File: src/sv/dstc_pkg.sv
package dstc_pkg;

   // default field widths
   localparam int ANGLE_BITS_DEF = 16;
   localparam int SPEED_BITS_DEF = 16;

   // configuration register indexes
   localparam int CSR_INDEX_BITS = 3;
   localparam logic [CSR_INDEX_BITS-1:0] CSR_STRAIGHT_HALF_ANGLE = 3'd0;
   localparam logic [CSR_INDEX_BITS-1:0] CSR_CLEARANCE_LIMIT     = 3'd1;
   localparam logic [CSR_INDEX_BITS-1:0] CSR_AVOID_SPEED         = 3'd2;
   localparam logic [CSR_INDEX_BITS-1:0] CSR_MAX_SPEED           = 3'd3;
   localparam logic [CSR_INDEX_BITS-1:0] CSR_HARD_TURN_ANGLE     = 3'd4;
   localparam logic [CSR_INDEX_BITS-1:0] CSR_SOFT_TURN_ANGLE     = 3'd5;
   localparam logic [CSR_INDEX_BITS-1:0] CSR_NO_TURN_ANGLE       = 3'd6;

   // register reset values
   localparam int RST_STRAIGHT_HALF_ANGLE = 1820;
   localparam int RST_CLEARANCE_LIMIT     = 2048;
   localparam int RST_AVOID_SPEED         = 640;
   localparam int RST_MAX_SPEED           = 2560;
   localparam int RST_HARD_TURN_ANGLE     = 16384;
   localparam int RST_SOFT_TURN_ANGLE     = 12743;
   localparam int RST_NO_TURN_ANGLE       = 1820;

   // turn mode codes
   localparam int MODE_BITS = 2;
   localparam logic [MODE_BITS-1:0] MODE_STRAIGHT = 2'd0;
   localparam logic [MODE_BITS-1:0] MODE_SOFT     = 2'd1;
   localparam logic [MODE_BITS-1:0] MODE_HARD     = 2'd2;

   typedef struct packed {
      logic load;      // capture the accepted input beat
      logic eval;      // update mode, register the product
      logic div_step;  // one quotient bit
      logic out_load;  // write the result register
   } dstc_cmd_type;

   typedef struct packed {
      logic use_div;   // soft turn with nonzero hard angle: run the divider
   } dstc_status_type;

endpackage

File: src/sv/dstc_ctrl.sv
module dstc_ctrl #(
   parameter int DIV_STEPS = 32
) (
   input  logic                      clock,
   input  logic                      reset,
   input  logic                      req_tvalid,
   output logic                      req_tready,
   output logic                      rsp_tvalid,
   input  logic                      rsp_tready,
   output dstc_pkg::dstc_cmd_type    cmd,
   input  dstc_pkg::dstc_status_type status
);
   import dstc_pkg::*;

   localparam int CNT_BITS = $clog2(DIV_STEPS);
   localparam logic [CNT_BITS-1:0] CNT_LAST = CNT_BITS'(DIV_STEPS - 1);

   typedef enum logic [1:0] {
      ST_IDLE,
      ST_EVAL,
      ST_DIV,
      ST_FINISH
   } state_type;

   state_type           state_ff, state_in;
   logic [CNT_BITS-1:0] div_cnt_ff, div_cnt_in;
   logic                rsp_tvalid_ff, rsp_tvalid_in;
   logic                slot_free;

   assign slot_free  = !rsp_tvalid_ff || rsp_tready;
   assign req_tready = (state_ff == ST_IDLE);
   assign rsp_tvalid = rsp_tvalid_ff;

   always_comb begin
      state_in      = state_ff;
      div_cnt_in    = div_cnt_ff;
      cmd           = '0;
      rsp_tvalid_in = rsp_tvalid_ff && !rsp_tready;
      case (state_ff)
         ST_IDLE: begin
            if (req_tvalid) begin
               cmd.load = 1'b1;
               state_in = ST_EVAL;
            end
         end
         ST_EVAL: begin
            cmd.eval   = 1'b1;
            div_cnt_in = '0;
            state_in   = status.use_div ? ST_DIV : ST_FINISH;
         end
         ST_DIV: begin
            cmd.div_step = 1'b1;
            div_cnt_in   = div_cnt_ff + 1'b1;
            if (div_cnt_ff == CNT_LAST) begin
               state_in = ST_FINISH;
            end
         end
         ST_FINISH: begin
            // hold the result until the output register drains
            if (slot_free) begin
               cmd.out_load  = 1'b1;
               rsp_tvalid_in = 1'b1;
               state_in      = ST_IDLE;
            end
         end
         default: begin
            state_in = ST_IDLE;
         end
      endcase
   end

   always_ff @(posedge clock) begin
      if (reset) begin
         state_ff      <= ST_IDLE;
         div_cnt_ff    <= '0;
         rsp_tvalid_ff <= 1'b0;
      end else begin
         state_ff      <= state_in;
         div_cnt_ff    <= div_cnt_in;
         rsp_tvalid_ff <= rsp_tvalid_in;
      end
   end

`ifndef SYNTHESIS
   ap_accept_eval: assert property (@(posedge clock) disable iff (reset)
      req_tvalid && req_tready |=> state_ff == ST_EVAL)
      else $error("accepted beat not followed by evaluation");
   ap_skip_div: assert property (@(posedge clock) disable iff (reset)
      state_ff == ST_EVAL && !status.use_div |=> state_ff == ST_FINISH)
      else $error("divider entered without a soft turn");
   ap_div_end: assert property (@(posedge clock) disable iff (reset)
      state_ff == ST_DIV && div_cnt_ff == CNT_LAST |=> state_ff == ST_FINISH)
      else $error("divider did not stop after the last quotient bit");
`endif

endmodule

File: src/sv/dstc_dp.sv
module dstc_dp #(
   parameter int ANGLE_BITS = dstc_pkg::ANGLE_BITS_DEF,
   parameter int SPEED_BITS = dstc_pkg::SPEED_BITS_DEF,
   parameter int CSR_DATA_BITS = 16
) (
   input  logic                                  clock,
   input  logic                                  reset,
   input  logic                                  csr_we,
   input  logic [dstc_pkg::CSR_INDEX_BITS-1:0]   csr_index,
   input  logic [CSR_DATA_BITS-1:0]              csr_data,
   input  logic signed [ANGLE_BITS-1:0]          heading_angle,
   input  logic [SPEED_BITS-1:0]                 heading_length,
   input  logic signed [ANGLE_BITS-1:0]          obstacle_angle,
   input  logic [SPEED_BITS-1:0]                 obstacle_length,
   input  dstc_pkg::dstc_cmd_type                cmd,
   output dstc_pkg::dstc_status_type             status,
   output logic signed [SPEED_BITS+1:0]          left_speed,
   output logic signed [SPEED_BITS+1:0]          right_speed,
   output logic [dstc_pkg::MODE_BITS-1:0]        mode_now,
   output logic                                  avoiding
);
   import dstc_pkg::*;

   localparam int A  = ANGLE_BITS;
   localparam int S  = SPEED_BITS;
   localparam int PW = S + A;          // product and quotient width
   localparam int W  = PW + 2;         // signed width before saturation
   localparam int OW = S + 2;
   localparam logic signed [W-1:0] OUT_MAX_W = W'((64'd1 << (S + 1)) - 64'd1);
   localparam logic signed [W-1:0] OUT_MIN_W = -OUT_MAX_W - W'(1);

   // configuration registers
   logic [A-2:0] alpha_ff, hard_ff, soft_ff, none_ff;
   logic [S-1:0] clear_ff, avoid_ff, max_ff;

   // captured input beat
   logic signed [A-1:0] ha_ff, oa_ff;
   logic [S-1:0]        hlen_ff, olen_ff;

   // evaluation results
   logic [MODE_BITS-1:0] turn_mode_ff, turn_mode_in;
   logic                 steer_ff, use_div_ff, ha_pos_ff, oa_pos_ff;
   logic [S-1:0]         base_ff;

   // divider
   logic [PW-1:0] quo_ff, quo_in;
   logic [A-2:0]  rem_ff, rem_in;
   logic [A-1:0]  shifted, diff;
   logic          ge;

   // result register
   logic signed [OW-1:0] left_ff, right_ff;
   logic [MODE_BITS-1:0] mode_ff;
   logic                 avoiding_ff;

   // evaluation logic
   logic signed [A:0]    oa_ext, alpha_ext;
   logic                 steer;
   logic [A-1:0]         ha_u, mag;
   logic [S-1:0]         base;
   logic [MODE_BITS-1:0] m;
   logic [PW-1:0]        product;

   // finish logic
   logic signed [W-1:0]  base_w, d_w, s1, s2, left_w, right_w;
   logic signed [OW-1:0] left_in, right_in;

   function automatic logic signed [OW-1:0] sat(input logic signed [W-1:0] v);
      logic signed [OW-1:0] r;
      if (v > OUT_MAX_W) begin
         r = OUT_MAX_W[OW-1:0];
      end else if (v < OUT_MIN_W) begin
         r = OUT_MIN_W[OW-1:0];
      end else begin
         r = v[OW-1:0];
      end
      return r;
   endfunction

   always_ff @(posedge clock) begin
      if (reset) begin
         alpha_ff <= (A-1)'(RST_STRAIGHT_HALF_ANGLE);
         clear_ff <= S'(RST_CLEARANCE_LIMIT);
         avoid_ff <= S'(RST_AVOID_SPEED);
         max_ff   <= S'(RST_MAX_SPEED);
         hard_ff  <= (A-1)'(RST_HARD_TURN_ANGLE);
         soft_ff  <= (A-1)'(RST_SOFT_TURN_ANGLE);
         none_ff  <= (A-1)'(RST_NO_TURN_ANGLE);
      end else if (csr_we) begin
         case (csr_index)
            CSR_STRAIGHT_HALF_ANGLE: alpha_ff <= csr_data[A-2:0];
            CSR_CLEARANCE_LIMIT:     clear_ff <= csr_data[S-1:0];
            CSR_AVOID_SPEED:         avoid_ff <= csr_data[S-1:0];
            CSR_MAX_SPEED:           max_ff   <= csr_data[S-1:0];
            CSR_HARD_TURN_ANGLE:     hard_ff  <= csr_data[A-2:0];
            CSR_SOFT_TURN_ANGLE:     soft_ff  <= csr_data[A-2:0];
            CSR_NO_TURN_ANGLE:       none_ff  <= csr_data[A-2:0];
            default: ;
         endcase
      end
   end

   // obstacle band test, heading magnitude, mode update
   always_comb begin
      oa_ext    = {oa_ff[A-1], oa_ff};
      alpha_ext = $signed({2'b00, alpha_ff});
      steer     = (oa_ext >= -alpha_ext) && (oa_ext <= alpha_ext) && (olen_ff < clear_ff);
      ha_u      = ha_ff;
      mag       = ha_ff[A-1] ? (~ha_u + 1'b1) : ha_u;
      base      = (hlen_ff < max_ff) ? hlen_ff : max_ff;

      m = turn_mode_ff;
      if (m == MODE_HARD && mag <= {1'b0, soft_ff}) begin
         m = MODE_SOFT;
      end
      if (m == MODE_SOFT) begin
         if (mag > {1'b0, hard_ff}) begin
            m = MODE_HARD;
         end else if (mag <= {1'b0, none_ff}) begin
            m = MODE_STRAIGHT;
         end
      end
      if (m == MODE_STRAIGHT) begin
         if (mag > {1'b0, hard_ff}) begin
            m = MODE_HARD;
         end else if (mag > {1'b0, none_ff}) begin
            m = MODE_SOFT;
         end
      end
      turn_mode_in   = steer ? m : turn_mode_ff;
      status.use_div = steer && (m == MODE_SOFT) && (hard_ff != '0);
      product        = PW'(base) * PW'(mag);
   end

   // restoring divider, one quotient bit per step
   always_comb begin
      shifted = {rem_ff, quo_ff[PW-1]};
      ge      = shifted >= {1'b0, hard_ff};
      diff    = shifted - {1'b0, hard_ff};
      rem_in  = ge ? diff[A-2:0] : shifted[A-2:0];
      quo_in  = {quo_ff[PW-2:0], ge};
   end

   // wheel speeds
   always_comb begin
      base_w = W'(base_ff);
      d_w    = use_div_ff ? W'(quo_ff) : '0;
      case (turn_mode_ff)
         MODE_SOFT: begin
            s1 = base_w - d_w;
            s2 = base_w + d_w;
         end
         MODE_HARD: begin
            s1 = -W'(max_ff);
            s2 = W'(max_ff);
         end
         default: begin
            s1 = base_w;
            s2 = base_w;
         end
      endcase
      if (!steer_ff) begin
         left_w  = oa_pos_ff ? W'(avoid_ff) : '0;
         right_w = oa_pos_ff ? '0 : W'(avoid_ff);
      end else if (ha_pos_ff) begin
         left_w  = s1;
         right_w = s2;
      end else begin
         left_w  = s2;
         right_w = s1;
      end
      left_in  = sat(left_w);
      right_in = sat(right_w);
   end

   always_ff @(posedge clock) begin
      if (reset) begin
         turn_mode_ff <= MODE_STRAIGHT;
      end else if (cmd.eval) begin
         turn_mode_ff <= turn_mode_in;
      end
   end

   always_ff @(posedge clock) begin
      if (cmd.load) begin
         ha_ff   <= heading_angle;
         hlen_ff <= heading_length;
         oa_ff   <= obstacle_angle;
         olen_ff <= obstacle_length;
      end
      if (cmd.eval) begin
         steer_ff   <= steer;
         use_div_ff <= status.use_div;
         ha_pos_ff  <= !ha_ff[A-1] && (ha_ff != '0);
         oa_pos_ff  <= !oa_ff[A-1] && (oa_ff != '0);
         base_ff    <= base;
         quo_ff     <= product;
         rem_ff     <= '0;
      end else if (cmd.div_step) begin
         quo_ff <= quo_in;
         rem_ff <= rem_in;
      end
      if (cmd.out_load) begin
         left_ff     <= left_in;
         right_ff    <= right_in;
         mode_ff     <= turn_mode_ff;
         avoiding_ff <= !steer_ff;
      end
   end

   assign left_speed  = left_ff;
   assign right_speed = right_ff;
   assign mode_now    = mode_ff;
   assign avoiding    = avoiding_ff;

`ifndef SYNTHESIS
   ap_pivot_keeps_mode: assert property (@(posedge clock) disable iff (reset)
      cmd.eval && !steer |=> turn_mode_ff == $past(turn_mode_ff))
      else $error("pivot branch changed the turn mode");
`endif

endmodule

File: src/sv/differential_steering_turn_controller_top.sv
// Differential-drive turn controller: heading and obstacle vectors in, wheel
// speeds out, with a three-state (straight / soft / hard) turn mode kept
// between beats.
// req_ channel: one beat per control step; tdata carries heading angle and
//   length, obstacle angle and length. req_tready is high only while the
//   block is idle, so it works on one beat at a time.
// rsp_ channel: one beat per request; tdata carries left and right speed
//   (signed Q10.8, saturated), tuser carries the turn mode and the pivot flag.
// csr_ channel: register writes, always ready; write only while idle.
// Sequence: an accepted beat is evaluated and its result then loaded into
//   the output register; a soft turn with a nonzero hard turn angle runs
//   the bit-serial divider between the two, which forms the speed difference
//   one quotient bit per step. The next request is taken once the block is
//   back in idle after the result enters the output register.
// Stall: the result waits in the output register while rsp_tready is low;
//   a new request may be taken meanwhile, and its result holds in the
//   datapath until the register drains.
// Reset (synchronous, active high): registers return to their defaults, the
//   turn mode returns to straight and both channels go empty.
module differential_steering_turn_controller_top #(
   parameter int ANGLE_BITS = dstc_pkg::ANGLE_BITS_DEF,
   parameter int SPEED_BITS = dstc_pkg::SPEED_BITS_DEF,
   localparam int IN_BITS   = 2 * ANGLE_BITS + 2 * SPEED_BITS,
   localparam int IN_W      = ((IN_BITS + 7) / 8) * 8,
   localparam int OUT_BITS  = 2 * (SPEED_BITS + 2),
   localparam int OUT_W     = ((OUT_BITS + 7) / 8) * 8,
   localparam int CSR_DATA_BITS = (SPEED_BITS > ANGLE_BITS - 1) ? SPEED_BITS : ANGLE_BITS - 1
) (
   input  logic                                clock,
   input  logic                                reset,
   // heading_angle, heading_length, obstacle_angle, obstacle_length (low first)
   input  logic [IN_W-1:0]                     req_tdata,
   input  logic                                req_tvalid,
   output logic                                req_tready,
   // left_speed, right_speed (low first), zero padded
   output logic [OUT_W-1:0]                    rsp_tdata,
   // mode_now, avoiding (low first)
   output logic [dstc_pkg::MODE_BITS:0]        rsp_tuser,
   output logic                                rsp_tvalid,
   input  logic                                rsp_tready,
   input  logic                                csr_valid,
   output logic                                csr_ready,
   input  logic [dstc_pkg::CSR_INDEX_BITS-1:0] csr_index,
   input  logic [CSR_DATA_BITS-1:0]            csr_data
);
   import dstc_pkg::*;

   localparam int A = ANGLE_BITS;
   localparam int S = SPEED_BITS;

   dstc_cmd_type         cmd;
   dstc_status_type      status;
   logic signed [A-1:0]  heading_angle, obstacle_angle;
   logic [S-1:0]         heading_length, obstacle_length;
   logic signed [S+1:0]  left_speed, right_speed;
   logic [MODE_BITS-1:0] mode_now;
   logic                 avoiding;

   // registers never back-pressure
   assign csr_ready = 1'b1;

   // unpack the request beat
   assign heading_angle   = req_tdata[A-1:0];
   assign heading_length  = req_tdata[A+S-1:A];
   assign obstacle_angle  = req_tdata[2*A+S-1:A+S];
   assign obstacle_length = req_tdata[IN_BITS-1:2*A+S];

   // pack the response beat
   assign rsp_tdata = OUT_W'({right_speed, left_speed});
   assign rsp_tuser = {avoiding, mode_now};

   dstc_ctrl #(
      .DIV_STEPS (S + A)
   ) u_ctrl (
      .clock      (clock),
      .reset      (reset),
      .req_tvalid (req_tvalid),
      .req_tready (req_tready),
      .rsp_tvalid (rsp_tvalid),
      .rsp_tready (rsp_tready),
      .cmd        (cmd),
      .status     (status)
   );

   dstc_dp #(
      .ANGLE_BITS    (A),
      .SPEED_BITS    (S),
      .CSR_DATA_BITS (CSR_DATA_BITS)
   ) u_dp (
      .clock           (clock),
      .reset           (reset),
      .csr_we          (csr_valid && csr_ready),
      .csr_index       (csr_index),
      .csr_data        (csr_data),
      .heading_angle   (heading_angle),
      .heading_length  (heading_length),
      .obstacle_angle  (obstacle_angle),
      .obstacle_length (obstacle_length),
      .cmd             (cmd),
      .status          (status),
      .left_speed      (left_speed),
      .right_speed     (right_speed),
      .mode_now        (mode_now),
      .avoiding        (avoiding)
   );

endmodule
File: config.mk
export PLATFORM = sky130hd
export DESIGN_NAME = differential_steering_turn_controller_top
export DESIGN_NICKNAME = d
export VERILOG_FILES = /design/src/sv/dstc_pkg.sv /design/src/sv/dstc_ctrl.sv /design/src/sv/dstc_dp.sv /design/src/sv/differential_steering_turn_controller_top.sv
export SDC_FILE = /design/constraint.sdc
export NUM_CORES = 1
export LEC_CHECK = 0
export BUFFER_PORTS_ARGS = -buffer_cell sky130_fd_sc_hd__buf_2
export CAP_MARGIN = 20
export CORE_ASPECT_RATIO = 0.9
export CORE_MARGIN = 2
export CORE_UTILIZATION = 61
export CTS_BUF_LIST = sky130_fd_sc_hd__clkbuf_4 sky130_fd_sc_hd__clkbuf_8
export DETAILED_ROUTE_END_ITERATION = 6
export PLACE_DENSITY = 0.78
export RECOVER_POWER = 100
export SYNTH_ARGS = -nofsm -noshare
export SYNTH_HDL_FRONTEND = slang
export SYNTH_HIERARCHICAL = 1
export SYNTH_SLANG_ARGS = --single-unit
File: constraint.sdc
create_clock -name clock -period 21 [get_ports clock]
set_clock_uncertainty 0.1 [all_clocks]
set_input_delay 2.1 -clock clock [delete_from_list [all_inputs] [get_ports clock]]
set_output_delay 2.1 -clock clock [all_outputs]
set_load 0.1 [all_outputs]
==> out/metrics.cfg <==
[yosys]
yosysUniqueCellTypes = 103
yosysMostFrequentCell = nand2_1
syn_avg_cell_area_um2 = 8.581
yosysWarnings = 6
synth-main-ff-cell = edfxtp_1
synth_enable_flop_cells = 155
synthArstFlopShare_pct = 0
yosysTopAreaCell = edfxtp_1
synth_common_cells = nand2_1, inv_1, ha_1, nor2_1, a21oi_1
synth-seq-area-share_pct = 26.12
yosysTopAreaCellShare_pct = 16.61
synth-seq-cells = 288
syn_inst = 3265
synth_area_leaders = edfxtp_1, fa_1, ha_1
syn-cell-area_mm2 = 0.02802

[run]
maxCapViolations = 10

[die]
num_rows = 74
dieArea_mm2 = 0.04766
die_x_um = 229.9
core_area_mm2 = 0.04537
start_util_pct = 61.75
pin_count = 134
die_h_um = 207.3

[worst_hold_path]
hp-class = reg2reg

[critical_path]
worst_path_most_repeated_cell = fa_1
ff2ff_path_depth = 33
worstSetupPathType = reg2reg
cp_slowest_stage_delay_ns = 2.10
r2r-end = u_dp/quo_ff[24]$_DFFE_PP_
r2r_setup_slack_ns = 9.24
end_kind = register
rr_startpoint = u_dp/max_ff[1]$_SDFFE_PP0P_
crit_end = u_dp/quo_ff[24]$_DFFE_PP_
start_kind = register
crit_arrival_ns = 12.04
crit_slowest_cell = o21ai_0
worstPathRequired_ns = 21.28
critPathLaunch = u_dp/max_ff[1]$_SDFFE_PP0P_
path_max_fanout = 16

[detailed_routing]
wirelength_um = 90340
wl_met3_um = 9979
route.met2.wl_um = 39040
antenna_left = 0
via_count = 25071
wl_met1_um = 36290
wl_per_cell_um = 22.67
drt_iter0_drc = 3355
via_per_inst = 6.291
firstDrtPassIters = 6
top_layer = met5
drc_errors = 0

[global_route]
grt-ovfl-total = 0
grt_pass1_wl_um = 139600
grt_pass1_vias = 24547
antenna_found_initial = 2
grt.total_usage_pct = 37.60
grt_max_degree = 71

[sta]
period_share_pct = 56.02
setup-tns-final_ns = 0
finalSetupViolations = 0
fmax_ghz = 0.08500
slew_headroom_pct = -89.80
rsz0062_at_grt = no
worst_slack_ns = 9.236
period_minus_slack_ns = 11.76
finalHoldViolCount = 0
worst_pin_slew_ns = 2.817
drv_slew = 420

[finish]
final_nets = 3889
fin_cells = 3985
area_growth_pct = 7.409
final_layout_size_suffix_gt1_share_pct = 7.350
fin_area_mm2 = 0.03009

[place]
placed_cell_area_mm2 = 0.02901
globalplace.congestion = 1.006
place_ws_ns = 10.81
dp_cells = 3885
port-buffer-count = 128
dpl.hpwl_um = 69780

[clock_tree]
cts.repair.resized = 0
cts_hold_buf = 0
clk_pin_slew_worst_paths_ns = 0.07
cts.path.max_buffers = 3
cts_root_buffer = clkbuf_8
clock_latency_ns = 0.66
clock_sinks = 288
cts_made_buffers = 50
htree_levels = 2
postCtsSetupRepairBufs = 0
cts_tree = done

[outcome]
failed_checks = capacitance limit, slew limit
status = finished, violations left

-- area by class of cell --
| class | instances | area [µm²] |
|---|---|---|
| timing repair buffer | 163 | 789.5 |
| antenna | 3 | 7.507 |
| fill | 3836 | 15280 |
| multi-input combinational | 2415 | 18480 |
| clock buffer | 75 | 944.7 |
| clock inverter | 18 | 239.0 |
| inverter | 415 | 1558 |
| sequential | 288 | 7317 |
| tap | 608 | 760.7 |
-- worst min path at each step --
stage | startpoint | endpoint | cells past startpoint
3_3_place_gp | u_dp/rem_ff[14]$_SDFFE_PP0P_ | u_dp/rem_ff[14]$_SDFFE_PP0P_ | 2
2_1_floorplan | u_dp/rem_ff[14]$_SDFFE_PP0P_ | u_dp/rem_ff[14]$_SDFFE_PP0P_ | 2
4_1_cts | u_dp/rem_ff[14]$_SDFFE_PP0P_ | u_dp/rem_ff[14]$_SDFFE_PP0P_ | 2
6_report | u_dp/rem_ff[14]$_SDFFE_PP0P_ | u_dp/rem_ff[14]$_SDFFE_PP0P_ | 2
5_1_grt | u_dp/rem_ff[14]$_SDFFE_PP0P_ | u_dp/rem_ff[14]$_SDFFE_PP0P_ | 2
3_5_place_dp | u_dp/rem_ff[14]$_SDFFE_PP0P_ | u_dp/rem_ff[14]$_SDFFE_PP0P_ | 2
-- critical path: cells and delay by family, from the launching register on --
| family | cells | cell delay (ns) |
|---|---|---|
| fa+ha+maj | 8 | 3.71 |
| flops | 1 | 0.42 |
| compound gates | 15 | 4.85 |
| xor+xnor | 1 | 0.08 |
| simple gates | 2 | 0.46 |
| mux | 2 | 1.04 |
| buf+inv | 5 | 0.80 |
-- kinds of logic (layout without fill, tap and decap cells) --
group | Yosys count | count (layout) | synth area share, %
buffers and inverters | 565 | 671 | 7.958
muxes | 60 | 60 | 2.273
xor gates and xnor gates | 120 | 120 | 3.751
DFF | 288 | 288 | 26.12
AOI/OAI and AO/OA | 651 | 651 | 15.67
and+or+nand+nor | 1111 | 1111 | 18.03
adders and majority gates | 468 | 468 | 26.18
other | 2 | 8 | 0.02681
-- stage by stage --
stage	util (%)	hold WS (ns)
6_report	66.33	0.3514
5_1_grt	66.31	0.3682
4_1_cts	66.56	0.3525
3_5_place_dp	63.95	0.3421
3_3_place_gp	63.95	0.3338
2_1_floorplan	-	0.3229
-- registers in the layout, summed over array words and instances, names as in the netlist, 5 cells and up --
register and count:
u_ctrl/div_cnt_ff 5, u_dp/oa_ff 16, u_dp/max_ff 16, u_dp/soft_ff 15, u_dp/none_ff 15, u_dp/ha_ff 16, u_dp/left_speed 18, u_dp/hard_ff 15
u_dp/quo_ff 32, u_dp/hlen_ff 16, u_dp/avoid_ff 16, u_dp/base_ff 16, u_dp/rem_ff 15, u_dp/olen_ff 16, u_dp/alpha_ff 15, u_dp/clear_ff 16
u_dp/right_speed 18
-- placed cells by master, fill, tap and decap left out, types with 71 or more instances in the layout --
cell type	Yosys	routed
nor2_1	262	262
xnor2_1	91	91
a21o_1	78	78
edfxtp_1	155	155
fa_1	197	197
nand2_1	496	496
buf_2	17	71
o21ai_0	90	91
ha_1	271	271
inv_1	402	403
dfxtp_1	133	133
a21oi_1	207	208
-- routing by layer --
metal,up-vias,track usage [%]
met5,-,0
met3,318,7.761
met2,1505,56.90
li1,11285,-
met4,2,17.98
met1,11961,51.66
Power is left out: the tool's default activity adds up to more than one toggle a clock period on the data nets, which glitch-free logic cannot reach.
